==> config.mk <==
export PLATFORM = sky130hd
export DESIGN_NAME = greedy_word_wrap_line_breaker
export DESIGN_NICKNAME = d
export VERILOG_FILES = /design/src/sv/gww_pkg.sv /design/src/sv/gww_ctrl.sv /design/src/sv/gww_dp.sv /design/src/sv/greedy_word_wrap_line_breaker.sv
export SDC_FILE = /design/constraint.sdc
export NUM_CORES = 1
export LEC_CHECK = 0
export BUFFER_PORTS_ARGS = -buffer_cell sky130_fd_sc_hd__buf_4
export CAP_MARGIN = 20
export CORE_MARGIN = 4
export CORE_UTILIZATION = 55
export DETAILED_ROUTE_END_ITERATION = 16
export PLACE_DENSITY = 0.76
export SLEW_MARGIN = 20
export SYNTH_ARGS = -nofsm -noshare
export SYNTH_HDL_FRONTEND = slang
export SYNTH_SLANG_ARGS = --single-unit
==> constraint.sdc <==
create_clock -name i_clk -period 6.8 [get_ports i_clk]
set_input_delay 0.68 -clock i_clk [delete_from_list [all_inputs] [get_ports i_clk]]
set_output_delay 0.68 -clock i_clk [all_outputs]
set_load 0.03 [all_outputs]
==> src/sv/gww_pkg.sv <==
// Shared types and constants for the greedy word-wrap line breaker.
package gww_pkg;

    localparam int MAX_LINES = 64;
    localparam int MAX_CHARS = 4096;

    localparam int POS_W   = 13;
    localparam int CNT_W   = 7;
    localparam int RUN_W   = 13;
    localparam int WORD_W  = 16;
    localparam int GLYPH_W = 8;
    localparam int CODE_W  = 16;
    localparam int CFG_W   = 12;
    localparam int SBW_W   = 8;
    localparam int IDX_W   = 6;
    localparam int LH_W    = 9;
    localparam int PAGE_W  = 11;
    localparam int DCNT_W  = 4;

    localparam int APB_AW = 4;
    localparam int APB_DW = 32;

    localparam logic [7:0]        CODE_SPACE   = 8'h20;
    localparam logic [7:0]        CODE_NEWLINE = 8'h0A;
    localparam logic [LH_W-1:0]   LINE_GAP     = 9'd2;
    localparam logic [RUN_W-1:0]  RUN_MAX      = 13'h1FFF;
    localparam logic [WORD_W-1:0] WORD_MAX     = 16'hFFFF;

    localparam logic OP_CHAR      = 1'b0;
    localparam logic OP_FINISH    = 1'b1;
    localparam logic KIND_LINE    = 1'b0;
    localparam logic KIND_SUMMARY = 1'b1;

    typedef enum logic [1:0] {
        REG_AREA_WIDTH      = 2'd0,
        REG_WINDOW_HEIGHT   = 2'd1,
        REG_SCROLLBAR_ON    = 2'd2,
        REG_SCROLLBAR_WIDTH = 2'd3
    } t_reg_idx;

    typedef enum logic [2:0] {
        ST_IDLE = 3'b001,
        ST_DIV  = 3'b010,
        ST_SUM  = 3'b100
    } t_state;

    typedef struct packed {
        logic               op;
        logic [CODE_W-1:0]  char_code;
        logic [GLYPH_W-1:0] glyph_width;
        logic [GLYPH_W-1:0] glyph_height;
    } t_in_item;

    typedef struct packed {
        logic              kind;
        logic [IDX_W-1:0]  line_index;
        logic [POS_W-1:0]  line_begin;
        logic [POS_W-1:0]  line_end;
        logic [CNT_W-1:0]  total_lines;
        logic [LH_W-1:0]   line_height;
        logic [PAGE_W-1:0] page_size;
        logic              last;
    } t_out_item;

    typedef struct packed {
        logic [CFG_W-1:0] area_width;
        logic [CFG_W-1:0] window_height;
        logic             scrollbar_on;
        logic [SBW_W-1:0] scrollbar_width;
    } t_cfg;

    typedef struct packed {
        logic char_go;
        logic fin_go;
        logic div_step;
        logic sum_load;
    } t_cmd;

    typedef struct packed {
        logic slot_free;
        logic div_last;
    } t_sts;

endpackage

==> src/sv/gww_ctrl.sv <==
// Controller: input handshake and finish sequencing (divide, then summary).
module gww_ctrl (
    input  logic           i_clk,
    input  logic           i_rst_n,
    input  logic           i_in_valid,
    input  logic           i_op,
    input  gww_pkg::t_sts  i_sts,
    output logic           o_in_ready,
    output gww_pkg::t_cmd  o_cmd
);
    import gww_pkg::*;

    t_state r_state, n_state;
    logic   fire;

    always_comb begin
        o_in_ready     = (r_state == ST_IDLE) && i_sts.slot_free;
        fire           = i_in_valid && o_in_ready;
        o_cmd.char_go  = fire && (i_op == OP_CHAR);
        o_cmd.fin_go   = fire && (i_op == OP_FINISH);
        o_cmd.div_step = 1'b0;
        o_cmd.sum_load = 1'b0;
        n_state        = r_state;
        unique case (r_state)
            ST_IDLE: begin
                if (o_cmd.fin_go) begin
                    n_state = ST_DIV;
                end
            end
            ST_DIV: begin
                o_cmd.div_step = 1'b1;
                if (i_sts.div_last) begin
                    n_state = ST_SUM;
                end
            end
            ST_SUM: begin
                // summary waits for the line record ahead of it to leave
                if (i_sts.slot_free) begin
                    o_cmd.sum_load = 1'b1;
                    n_state        = ST_IDLE;
                end
            end
            default: begin
                n_state = ST_IDLE;
            end
        endcase
    end

    always_ff @(posedge i_clk) begin
        if (!i_rst_n) begin
            r_state <= ST_IDLE;
        end else begin
            r_state <= n_state;
        end
    end

endmodule

==> src/sv/gww_dp.sv <==
// Datapath: wrap state, line break decision, page-size divider, output register.
module gww_dp (
    input  logic               i_clk,
    input  logic               i_rst_n,
    input  gww_pkg::t_cfg      i_cfg,
    input  gww_pkg::t_in_item  i_item,
    input  gww_pkg::t_cmd      i_cmd,
    output gww_pkg::t_sts      o_sts,
    input  logic               i_out_ready,
    output logic               o_out_valid,
    output gww_pkg::t_out_item o_out_data
);
    import gww_pkg::*;

    logic [POS_W-1:0]   r_pos, r_start, r_sp_pos;
    logic [CNT_W-1:0]   r_count;
    logic [RUN_W-1:0]   r_run;
    logic [WORD_W-1:0]  r_word;
    logic               r_sp_seen, r_inw, r_stopped;
    logic [GLYPH_W-1:0] r_tall;

    logic               r_out_valid, n_out_valid;
    t_out_item          r_out, n_out;

    logic [CNT_W-1:0]   r_sum_total;
    logic [LH_W-1:0]    r_sum_lh;
    logic [LH_W-1:0]    r_rem;
    logic [CFG_W-1:0]   r_quo;
    logic [DCNT_W-1:0]  r_div_cnt;

    logic               active, is_ascii, is_sp, is_nl;
    logic               sp_seen1, inw1, over, brk_space;
    logic [POS_W-1:0]   sp_pos1, brk_end, pos_inc;
    logic [CNT_W-1:0]   count_inc;
    logic [WORD_W-1:0]  word_base, word1;
    logic [WORD_W:0]    word_sum;
    logic [RUN_W:0]     run_sum;
    logic [RUN_W-1:0]   run1, run_brk;
    logic signed [RUN_W:0] maxw;
    logic [GLYPH_W-1:0] tall1;
    logic [LH_W-1:0]    lh_new;
    logic [LH_W:0]      trial;
    logic               trial_ge;

    always_comb begin
        active    = !r_stopped && (r_pos < POS_W'(MAX_CHARS));
        is_ascii  = (i_item.char_code[15:8] == 8'd0);
        is_sp     = is_ascii && (i_item.char_code[7:0] == CODE_SPACE);
        is_nl     = is_ascii && (i_item.char_code[7:0] == CODE_NEWLINE);
        pos_inc   = r_pos + POS_W'(1);
        count_inc = r_count + CNT_W'(1);

        sp_seen1  = is_sp ? 1'b1 : r_sp_seen;
        sp_pos1   = is_sp ? r_pos : r_sp_pos;
        inw1      = is_sp ? 1'b1 : (is_ascii ? r_inw : 1'b0);
        tall1     = (i_item.glyph_height > r_tall) ? i_item.glyph_height : r_tall;

        // word width restarts at a space, the space itself counted
        word_base = is_sp ? '0 : r_word;
        word_sum  = {1'b0, word_base} + {{(WORD_W+1-GLYPH_W){1'b0}}, i_item.glyph_width};
        if (!inw1) begin
            word1 = word_base;
        end else if (word_sum[WORD_W]) begin
            word1 = WORD_MAX;
        end else begin
            word1 = word_sum[WORD_W-1:0];
        end

        run_sum = {1'b0, r_run} + {{(RUN_W+1-GLYPH_W){1'b0}}, i_item.glyph_width};
        run1    = run_sum[RUN_W] ? RUN_MAX : run_sum[RUN_W-1:0];

        // usable width goes negative when the scrollbar is on and wider than the area
        maxw = signed'({2'b00, i_cfg.area_width})
             - signed'({6'b000000, (i_cfg.scrollbar_on ? i_cfg.scrollbar_width : 8'd0)});
        over = signed'({1'b0, run1}) > maxw;

        brk_space = inw1 && sp_seen1 && (sp_pos1 != r_pos);
        brk_end   = brk_space ? (sp_pos1 + POS_W'(1)) : r_pos;
        if (!brk_space) begin
            run_brk = {{(RUN_W-GLYPH_W){1'b0}}, i_item.glyph_width};
        end else if (word1 > {{(WORD_W-RUN_W){1'b0}}, RUN_MAX}) begin
            run_brk = RUN_MAX;
        end else begin
            run_brk = word1[RUN_W-1:0];
        end

        lh_new = {1'b0, r_tall} + LINE_GAP;

        trial    = {r_rem, r_quo[CFG_W-1]};
        trial_ge = trial >= {1'b0, r_sum_lh};
    end

    // wrap state
    always_ff @(posedge i_clk) begin
        if (!i_rst_n || i_cmd.fin_go) begin
            r_pos     <= '0;
            r_count   <= '0;
            r_start   <= '0;
            r_run     <= '0;
            r_word    <= '0;
            r_sp_seen <= 1'b0;
            r_sp_pos  <= '0;
            r_inw     <= 1'b0;
            r_tall    <= '0;
            r_stopped <= 1'b0;
        end else if (i_cmd.char_go && active) begin
            r_pos <= pos_inc;
            if (is_nl) begin
                r_sp_seen <= 1'b0;
                r_run     <= '0;
                r_inw     <= 1'b1;
                r_count   <= count_inc;
                r_start   <= pos_inc;
                r_stopped <= count_inc >= CNT_W'(MAX_LINES - 1);
            end else begin
                r_tall <= tall1;
                r_word <= word1;
                if (over) begin
                    r_run     <= run_brk;
                    r_count   <= count_inc;
                    r_start   <= brk_end;
                    r_stopped <= count_inc >= CNT_W'(MAX_LINES - 1);
                    r_sp_seen <= 1'b0;
                    r_sp_pos  <= sp_pos1;
                    r_inw     <= 1'b0;
                end else begin
                    r_run     <= run1;
                    r_sp_seen <= sp_seen1;
                    r_sp_pos  <= sp_pos1;
                    r_inw     <= inw1;
                end
            end
        end
    end

    // restoring divider: window height / line height, one quotient bit a cycle
    always_ff @(posedge i_clk) begin
        if (!i_rst_n) begin
            r_div_cnt <= '0;
        end else if (i_cmd.fin_go) begin
            r_div_cnt <= '0;
        end else if (i_cmd.div_step) begin
            r_div_cnt <= r_div_cnt + DCNT_W'(1);
        end
    end

    always_ff @(posedge i_clk) begin
        if (i_cmd.fin_go) begin
            r_rem       <= '0;
            r_quo       <= i_cfg.window_height;
            r_sum_lh    <= lh_new;
            r_sum_total <= count_inc;
        end else if (i_cmd.div_step) begin
            if (trial_ge) begin
                r_rem <= LH_W'(trial - {1'b0, r_sum_lh});
            end else begin
                r_rem <= trial[LH_W-1:0];
            end
            r_quo <= {r_quo[CFG_W-2:0], trial_ge};
        end
    end

    // output register
    always_comb begin
        n_out_valid = r_out_valid && !i_out_ready;
        n_out       = r_out;
        if (i_cmd.char_go && active && (is_nl || over)) begin
            n_out_valid      = 1'b1;
            n_out            = '0;
            n_out.kind       = KIND_LINE;
            n_out.line_index = r_count[IDX_W-1:0];
            n_out.line_begin = r_start;
            n_out.line_end   = is_nl ? r_pos : brk_end;
            n_out.last       = 1'b1;
        end else if (i_cmd.fin_go) begin
            n_out_valid      = 1'b1;
            n_out            = '0;
            n_out.kind       = KIND_LINE;
            n_out.line_index = r_count[IDX_W-1:0];
            n_out.line_begin = r_start;
            n_out.line_end   = r_pos;
            n_out.last       = 1'b0;
        end else if (i_cmd.sum_load) begin
            n_out_valid       = 1'b1;
            n_out             = '0;
            n_out.kind        = KIND_SUMMARY;
            n_out.total_lines = r_sum_total;
            n_out.line_height = r_sum_lh;
            n_out.page_size   = r_quo[PAGE_W-1:0];
            n_out.last        = 1'b1;
        end
    end

    always_ff @(posedge i_clk) begin
        if (!i_rst_n) begin
            r_out_valid <= 1'b0;
        end else begin
            r_out_valid <= n_out_valid;
        end
    end

    always_ff @(posedge i_clk) begin
        r_out <= n_out;
    end

    assign o_sts.slot_free = !r_out_valid || i_out_ready;
    assign o_sts.div_last  = (r_div_cnt == DCNT_W'(CFG_W - 1));
    assign o_out_valid     = r_out_valid;
    assign o_out_data      = r_out;

endmodule

==> src/sv/greedy_word_wrap_line_breaker.sv <==
// Greedy word-wrap line breaker: registers, controller and datapath.
//
// Input channel (i_in_valid / o_in_ready / i_in_data): one transaction per
// character, or a finish transaction that closes the content.
// Output channel (o_out_valid / i_out_ready / o_out_data): line records and,
// after a finish, a summary with line count, line height and page size.
// A character that closes a line produces its record in the cycle after it is
// accepted; other characters produce nothing. Characters are accepted one
// per cycle while the output register is empty or being drained.
// A finish puts the last line record out the next cycle, then runs a
// restoring divider (one quotient bit per cycle) for the page size; the
// summary follows once the output register is free, and the next
// transaction is taken only after the summary has been loaded.
// When the receiver stalls, the single output register holds its record and
// o_in_ready drops until it is taken. Reset (synchronous, active low) clears
// all wrap state and restores the configuration defaults: area width 240,
// window height 320, scrollbar on, scrollbar width 8. The user must write the
// APB port only while the block is idle; the block does not enforce it.
module greedy_word_wrap_line_breaker (
    input  logic                        i_clk,
    input  logic                        i_rst_n,
    input  logic                        i_in_valid,
    output logic                        o_in_ready,
    input  gww_pkg::t_in_item           i_in_data,
    output logic                        o_out_valid,
    input  logic                        i_out_ready,
    output gww_pkg::t_out_item          o_out_data,
    input  logic                        psel,
    input  logic                        penable,
    input  logic                        pwrite,
    input  logic [gww_pkg::APB_AW-1:0]  paddr,
    input  logic [gww_pkg::APB_DW-1:0]  pwdata,
    output logic [gww_pkg::APB_DW-1:0]  prdata,
    output logic                        pready
);
    import gww_pkg::*;

    t_cfg     r_cfg;
    t_cmd     cmd;
    t_sts     sts;
    t_reg_idx reg_idx;
    logic     wr_en;

    assign reg_idx = t_reg_idx'(paddr[3:2]);
    assign wr_en   = psel && penable && pwrite;
    assign pready  = 1'b1;

    always_ff @(posedge i_clk) begin
        if (!i_rst_n) begin
            r_cfg.area_width      <= 12'd240;
            r_cfg.window_height   <= 12'd320;
            r_cfg.scrollbar_on    <= 1'b1;
            r_cfg.scrollbar_width <= 8'd8;
        end else if (wr_en) begin
            unique case (reg_idx)
                REG_AREA_WIDTH:      r_cfg.area_width      <= pwdata[CFG_W-1:0];
                REG_WINDOW_HEIGHT:   r_cfg.window_height   <= pwdata[CFG_W-1:0];
                REG_SCROLLBAR_ON:    r_cfg.scrollbar_on    <= pwdata[0];
                REG_SCROLLBAR_WIDTH: r_cfg.scrollbar_width <= pwdata[SBW_W-1:0];
                default: begin
                end
            endcase
        end
    end

    always_comb begin
        unique case (reg_idx)
            REG_AREA_WIDTH:      prdata = APB_DW'(r_cfg.area_width);
            REG_WINDOW_HEIGHT:   prdata = APB_DW'(r_cfg.window_height);
            REG_SCROLLBAR_ON:    prdata = APB_DW'(r_cfg.scrollbar_on);
            REG_SCROLLBAR_WIDTH: prdata = APB_DW'(r_cfg.scrollbar_width);
            default:             prdata = '0;
        endcase
    end

    gww_ctrl u_ctrl (
        .i_clk      (i_clk),
        .i_rst_n    (i_rst_n),
        .i_in_valid (i_in_valid),
        .i_op       (i_in_data.op),
        .i_sts      (sts),
        .o_in_ready (o_in_ready),
        .o_cmd      (cmd)
    );

    gww_dp u_dp (
        .i_clk       (i_clk),
        .i_rst_n     (i_rst_n),
        .i_cfg       (r_cfg),
        .i_item      (i_in_data),
        .i_cmd       (cmd),
        .o_sts       (sts),
        .i_out_ready (i_out_ready),
        .o_out_valid (o_out_valid),
        .o_out_data  (o_out_data)
    );

    // a summary always ends the finish transaction's results
    a_summary_last: assert property (@(posedge i_clk) disable iff (!i_rst_n)
        (o_out_valid && o_out_data.kind == KIND_SUMMARY) |-> o_out_data.last)
        else $error("summary without last flag");

    // only the line record ahead of a summary carries last low
    a_notlast_is_line: assert property (@(posedge i_clk) disable iff (!i_rst_n)
        (o_out_valid && !o_out_data.last) |-> (o_out_data.kind == KIND_LINE))
        else $error("non-final result is not a line record");

    // the divider runs right after a finish, so no input is taken then
    a_finish_blocks: assert property (@(posedge i_clk) disable iff (!i_rst_n)
        (i_in_valid && o_in_ready && i_in_data.op == OP_FINISH) |=> !o_in_ready)
        else $error("input taken while page size is being computed");

endmodule

* Word-level counts from Yosys, hierarchy flattened
Index checks and enable logic that the tools add are counted.
Storage, ports and cells: register bits 225, output and inout bits 96, input port bits 76, logic and storage cells 139
Operators by class: mux-type cells 42, eq/ne operators 13, bitwise logic cells 3, $lt $le $gt $ge 6, reduce and logical (&&, ||, !) cells 37, $add $sub $neg 9
Operator list (count):
- 2-to-1 mux 60 bit | 3
- 2-to-1 mux 13 bit | 10
- one-hot mux 32 bit (4 select lines) | 1
- 2-to-1 mux 16 bit | 3
- adder 13 x 1 -> 13 bit (second input constant) | 2
- 2-to-1 mux 12 bit | 2
- adder 16 x 8 -> 17 bit | 1
- greater-than comparator 16 x 13 -> 1 bit (second input constant) | 1
- 2-to-1 mux 1 bit | 15
- adder 13 x 8 -> 14 bit | 1
- greater-than comparator 14 bit | 1
- logical AND 1 bit | 14
- 2-to-1 mux 7 bit | 2
- less-than comparator 13 bit (second input constant) | 1
- inequality test 13 bit | 1
- subtractor 12 x 8 -> 13 bit | 1
- AND reduction 2 bit | 6
- >= comparator 10 x 9 -> 1 bit | 1
- adder 8 x 2 -> 9 bit (second input constant) | 1
- 2-to-1 mux 3 bit | 3
- 2-to-1 mux 9 bit | 1
- one-hot mux 3 bit (3 select lines) | 1
- subtractor 9 bit | 1
- == test 8 x 4 -> 1 bit (second input constant) | 1
- 23 further kinds | 36

* Longest topological paths before layout
depth after elaboration 11, gate-level depth with buffers 22, mapped depth without buffers 19

* Cells and area by module
A second synthesis with hierarchy kept.
Second synthesis, totals: cell total of the unflattened synthesis 1512, area total of the unflattened synthesis 13364.1 µm²
Modules (own cells, without submodules):
- gww_dp | area each 11458.5 µm², sequential area each 4384.2 µm², times used 1, cells an instance 1299
- greedy_word_wrap_line_breaker | area each 1705.4 µm², sequential area each 660.6 µm², times used 1, cells an instance 192
- gww_ctrl | area each 200.2 µm², sequential area each 60.1 µm², times used 1, cells an instance 21

* Least setup slack after synthesis
No wires, ideal clock.
path kind input -> register, start input i_in_data[8] (netlist name), end register u_dp.r_out, in the netlist u_dp.o_out_data[28] (enable), required time 6.239 ns, path slack 1.611 ns, library setup time 0.561 ns, buffers on the path 2, arrival 4.628 ns, cell stages on the path 17, cells stage by stage ha_1 > fa_1 > a211oi_2 > o21ai_2 > a31oi_2 > xor2_1 > nand2_1 > ha_1 > a21oi_1 > a21boi_0 > o21a_1 > o41ai_1 > nand4_1 > o21ai_1 > buf_4 > buf_2 > nand3_1
Between the ends: longest elaborated chain between the ends 6
RTL lines:
- from (decl) | RTL line greedy_word_wrap_line_breaker.sv:24 | input gww_pkg::t_in_item i_in_data,
- adder 13 x 8 -> 14 bit | RTL line gww_dp.sv:69 | run_sum = {1'b0, r_run} + {{(RUN_W+1-GLYPH_W){1'b0}}, i_item.glyph_width};
- 2-to-1 mux 13 bit | RTL line gww_dp.sv:70 | run1 = run_sum[RUN_W] ? RUN_MAX : run_sum[RUN_W-1:0];
- greater-than comparator 14 bit | RTL line gww_dp.sv:75 | over = signed'({1'b0, run1}) > maxw;
- logical OR 1 bit | RTL line gww_dp.sv:167 | if (i_cmd.char_go && active && (is_nl || over)) begin
- logical AND 1 bit | RTL line gww_dp.sv:167
- nonzero test 3 bit (no source line)
- to (signal assigned) | RTL line gww_dp.sv:203 | r_out <= n_out;
- to (decl) | RTL line gww_dp.sv:23 | t_out_item r_out, n_out;
Every way passes these cells. A chain may end at the register's enable or synchronous reset.

* Worst setup path after layout
start register r_cfg[8] (netlist name), end register u_dp.r_out_valid (netlist: u_dp.o_out_valid)
Between the ends: longest elaborated chain between the ends 6
RTL lines:
- from (decl) | RTL line greedy_word_wrap_line_breaker.sv:38 | t_cfg r_cfg;
- 2-to-1 mux 8 bit | RTL line gww_dp.sv:74 | - signed'({6'b000000, (i_cfg.scrollbar_on ? i_cfg.scrollbar_width : 8'd0)});
- subtractor 12 x 8 -> 13 bit | RTL line gww_dp.sv:74
- greater-than comparator 14 bit | RTL line gww_dp.sv:75
- logical OR 1 bit | RTL line gww_dp.sv:167
- logical AND 1 bit | RTL line gww_dp.sv:167
- 2-to-1 mux 1 bit | RTL line gww_dp.sv:167
- to (signal assigned) | RTL line gww_dp.sv:198 | r_out_valid <= n_out_valid;
- to (decl) | RTL line gww_dp.sv:22 | logic r_out_valid, n_out_valid;
Every way passes these cells.

==> results.ini <==
[status]
outcome = finished, final reports clean

[min_path]
worstHoldStart = pwdata[8]
worstHoldPathType = in -> reg

[routing]
wirelength_um = 34600
viasPerCell = 5.88
post-route-drc-count = 0
routedWlPerCell_um = 16.9
drtAntennaViolNets = 0
drt-initial-drc-count = 884
vias = 12027
dr.pass1.iters = 5

[timing]
timing.final.hold_violations = 0
worst_pin_slew_ns = 1.05
timing.slew.headroom_pct = 29.8
fin_skew_ns = 0.0207
timing.fmax_mhz = 183
min_period_over_period_pct = 80.6
setup-tns-final_ns = 0
slew_violations = 0
rsz0062_at_grt = false
setup_viol = 0
finalCriticalPeriod_ns = 5.48

[clock_tree]
clock-sinks = 225
cts_setup_buffers = 0
htreeDepth = 1
clk_latency_ns = 0.55
root_buffer = clkbuf_16
hold_buffers = 0
cts_tree = yes
clkSlewWorstSetupHoldPaths_ns = 0.06
cts_inserted_buffers = 25
clockBufferDepth = 3
ctsResizeCount = 0

[placed_design]
place_hpwl_um = 24600
portBuffers = 128
gp_congestion = 0.922
placed_area_um2 = 14400

[power_and_ir_drop]
p_leak_nw = 6.11
finalPower_mw = 3.34
vdd_ir_drop_max_v = 0.000173
clockPowerShare_pct = 42.2
p_int_mw = 2.43
switchingPower_mw = 0.913
combPwrFrac_pct = 14.4
power_density_nw_per_um2 = 219
p_seq_share_pct = 43.3
swShare_pct = 27.3

[floorplan]
die_w_um = 165
core_um2 = 24200
io_pins = 172
initial_core_util_pct = 55.7
die_h_um = 165
rows = 57
fp.dieArea_um2 = 27100

[setup_path]
cp-startpoint = r_cfg[8]
crit_top_cell = buf_4
slowest_stage = dfxtp_1
timing.rr.start = r_cfg[8]
cp-end-kind = flip-flop
crit_fanout = 28
crit_family = compound AO/OA/AOI/OAI gates
critPathKind = reg -> reg
crit_chain = and2_1 > ha_1 > inv_1 > fa_1 > a211oi_1 > o21ai_0 > o2111ai_1 > nor2b_1 > xnor2_1 > ha_1 > a21oi_1 > a21boi_0 > o21a_1 > o41ai_1 > nand4_1 > buf_4 > o21ai_1 > buf_4 > nand2_1 > buf_4 > o31a_1
crit_buf_inv = 4
startpoint_type = flip-flop
cp.arrival_ns = 5.92
cp.required_ns = 7.24
slowest_delay_ns = 0.51

[logic_synthesis]
ys.flop_type = dfxtp_1
yosysUniqueCellTypes = 86
ys_ff_latch = 225
synth-edff-count = 60
async_flop_share_pct = 0
ys_seq_area_share_pct = 37.9
synth_area_um2 = 13500
syn_area_per_cell_um2 = 8.26
ys_warn_count = 0
synthCells = 1632

[grt]
grt_overflow = 0
grt_pass1_wl_um = 55700
track_usage_pct = 24.8
antenna_found_initial = 0
grt_pass1_vias = 11230
grt_max_degree = 75

[flow_run]
drv_cap = 0

[cells_and_area]
layout.area.seq_um2 = 5100
fin_nets = 1839
drive_gt1_share_pct = 13.4
n_fill_cell = 2092
syn_to_final_growth_pct = 13.5
multi_input_area_um2 = 7650
fin_area_um2 = 15300
num_antenna_cells = 0

## worst min-delay path, cell delays in order
cell     delay, ns
buf_4         0.09
nand2_1       0.04
nand3_1       0.06
## cells in the mapped netlist, types with 5 or more instances
cell type / count / share of area, %
a31oi_1: 21 / 0.98
and3_1: 15 / 0.70
a21oi_1: 126 / 4.7
clkbuf_1: 56 / 1.6
buf_2: 31 / 1.2
a221oi_1: 5 / 0.33
and2_1: 35 / 1.6
nor3_1: 36 / 1.3
o31ai_1: 10 / 0.56
o21a_1: 11 / 0.61
a21o_1: 13 / 0.72
o41ai_1: 8 / 0.52
buf_4: 24 / 1.3
nand2_1: 310 / 8.6
or4_1: 8 / 0.45
a31o_2: 7 / 0.46
mux2i_1: 46 / 3.4
nand3_1: 63 / 2.3
o21ai_1: 15 / 0.56
o211ai_1: 18 / 1.0
a32oi_1: 6 / 0.39
or3_1: 12 / 0.56
nand2b_1: 9 / 0.42
buf_1: 7 / 0.20
nor4_1: 13 / 0.60
ha_1: 57 / 5.3
nor2_1: 110 / 3.1
nor2b_1: 10 / 0.46
inv_1: 44 / 1.2
o21bai_1: 5 / 0.28
dfxtp_1: 165 / 25
o21ai_0: 67 / 2.5
a211oi_1: 14 / 0.78
edfxtp_1: 60 / 13
a22oi_1: 6 / 0.33
o22ai_1: 8 / 0.37
xor2_1: 40 / 2.6
nand4_1: 20 / 0.93
xnor2_1: 31 / 2.0
## per-layer routing
metal / routed length, um / track usage (%) / vias to the layer above / share of wire (%)
met3: 2050 / 2.94 / 83 / 5.9
met5: 0 / 0 / - / 0
li1: - / - / 5906 / -
met4: 983 / 7.56 / 0 / 2.8
met1: 15100 / 34.2 / 5637 / 44
met2: 16400 / 40.9 / 401 / 47
## state kept, by name (all words and copies together), names as in the netlist
register and count:
u_dp.o_out_data 61, r_cfg 33, u_dp.r_word 16, u_dp.r_pos 13, u_dp.r_run 13, u_dp.r_sp_pos 13
u_dp.r_start 13, u_dp.r_quo 12, u_dp.r_rem 9, u_dp.r_sum_lh 9, u_dp.r_tall 8, u_dp.r_count 7
u_dp.r_sum_total 7, u_dp.r_div_cnt 4, u_ctrl.r_state 3, u_dp.o_out_valid 1, u_dp.r_inw 1, u_dp.r_sp_seen 1
u_dp.r_stopped 1
## final cells by class
class | instances | area share, %
Clock inverter | 16 | 1.35
Clock buffer | 30 | 4.28
Inverter | 46 | 1.13
Timing Repair Buffer | 146 | 7.17
Sequential cell | 225 | 33.4
Tap cell | 324 | 2.65
Multi-Input combinational cell | 1258 | 50.0
## final timing paths
kind                            cells after the start          endpoint  slack, ns
worst min register to register                      2   u_dp.r_start[5]       0.44
worst min-delay path                                3         r_cfg[17]       0.37
worst max-delay path                               21  u_dp.o_out_valid       1.32
worst max register to register                     21  u_dp.o_out_valid       1.32
## cell families (layout without fill, tap and decap cells)
group,count (synthesis),after routing,share of synthesized area [%]
simple gates,668,668,23.4
compound gates,387,387,18.5
flops,225,225,37.9
buf+inv,168,238,5.86
xor+xnor,71,71,4.62
fa+ha+maj,61,61,5.89
mux,50,50,3.84
other cells,2,21,0.0557
## metrics by stage
stage	instances	utilization (%)	hold slack, ns	worst slack (ns)
floorplan	1651	-	0.427	1.61
global placement	1999	59.7	0.434	1.19
detailed placement	1999	59.7	0.442	1.12
CTS	2045	63.3	0.354	1.34
global route	2045	63.3	0.383	0.924
finish	2045	63.3	0.368	1.32
## power groups by stage
stage | sequential [mW] | combinational (mW) | clock [mW]
finish | 1.45 | 0.483 | 1.41
floorplan | 1.50 | 0.323 | 0
global route | 1.45 | 0.530 | 1.49
CTS | 1.45 | 0.480 | 1.44
detailed placement | 1.48 | 0.477 | 0
global placement | 1.48 | 0.466 | 0
## cells in the final DEF (no fill, tap or decap), drive strengths merged, types with 13 or more instances in the layout
master,n
nand4,21
and3,15
edfxtp,60
ha,57
or3,13
dfxtp,165
and2,35
o211ai,18
nand2,311
clkbuf,30
buf,146
a31oi,22
a21o,13
nand3,63
a211oi,18
nor4,17
xor2,40
nor2,113
o21ai,83
nor3,39
a21oi,130
mux2i,46
xnor2,31
conb,21
inv,49
No activity file was read; power rests on OpenSTA's default activity.
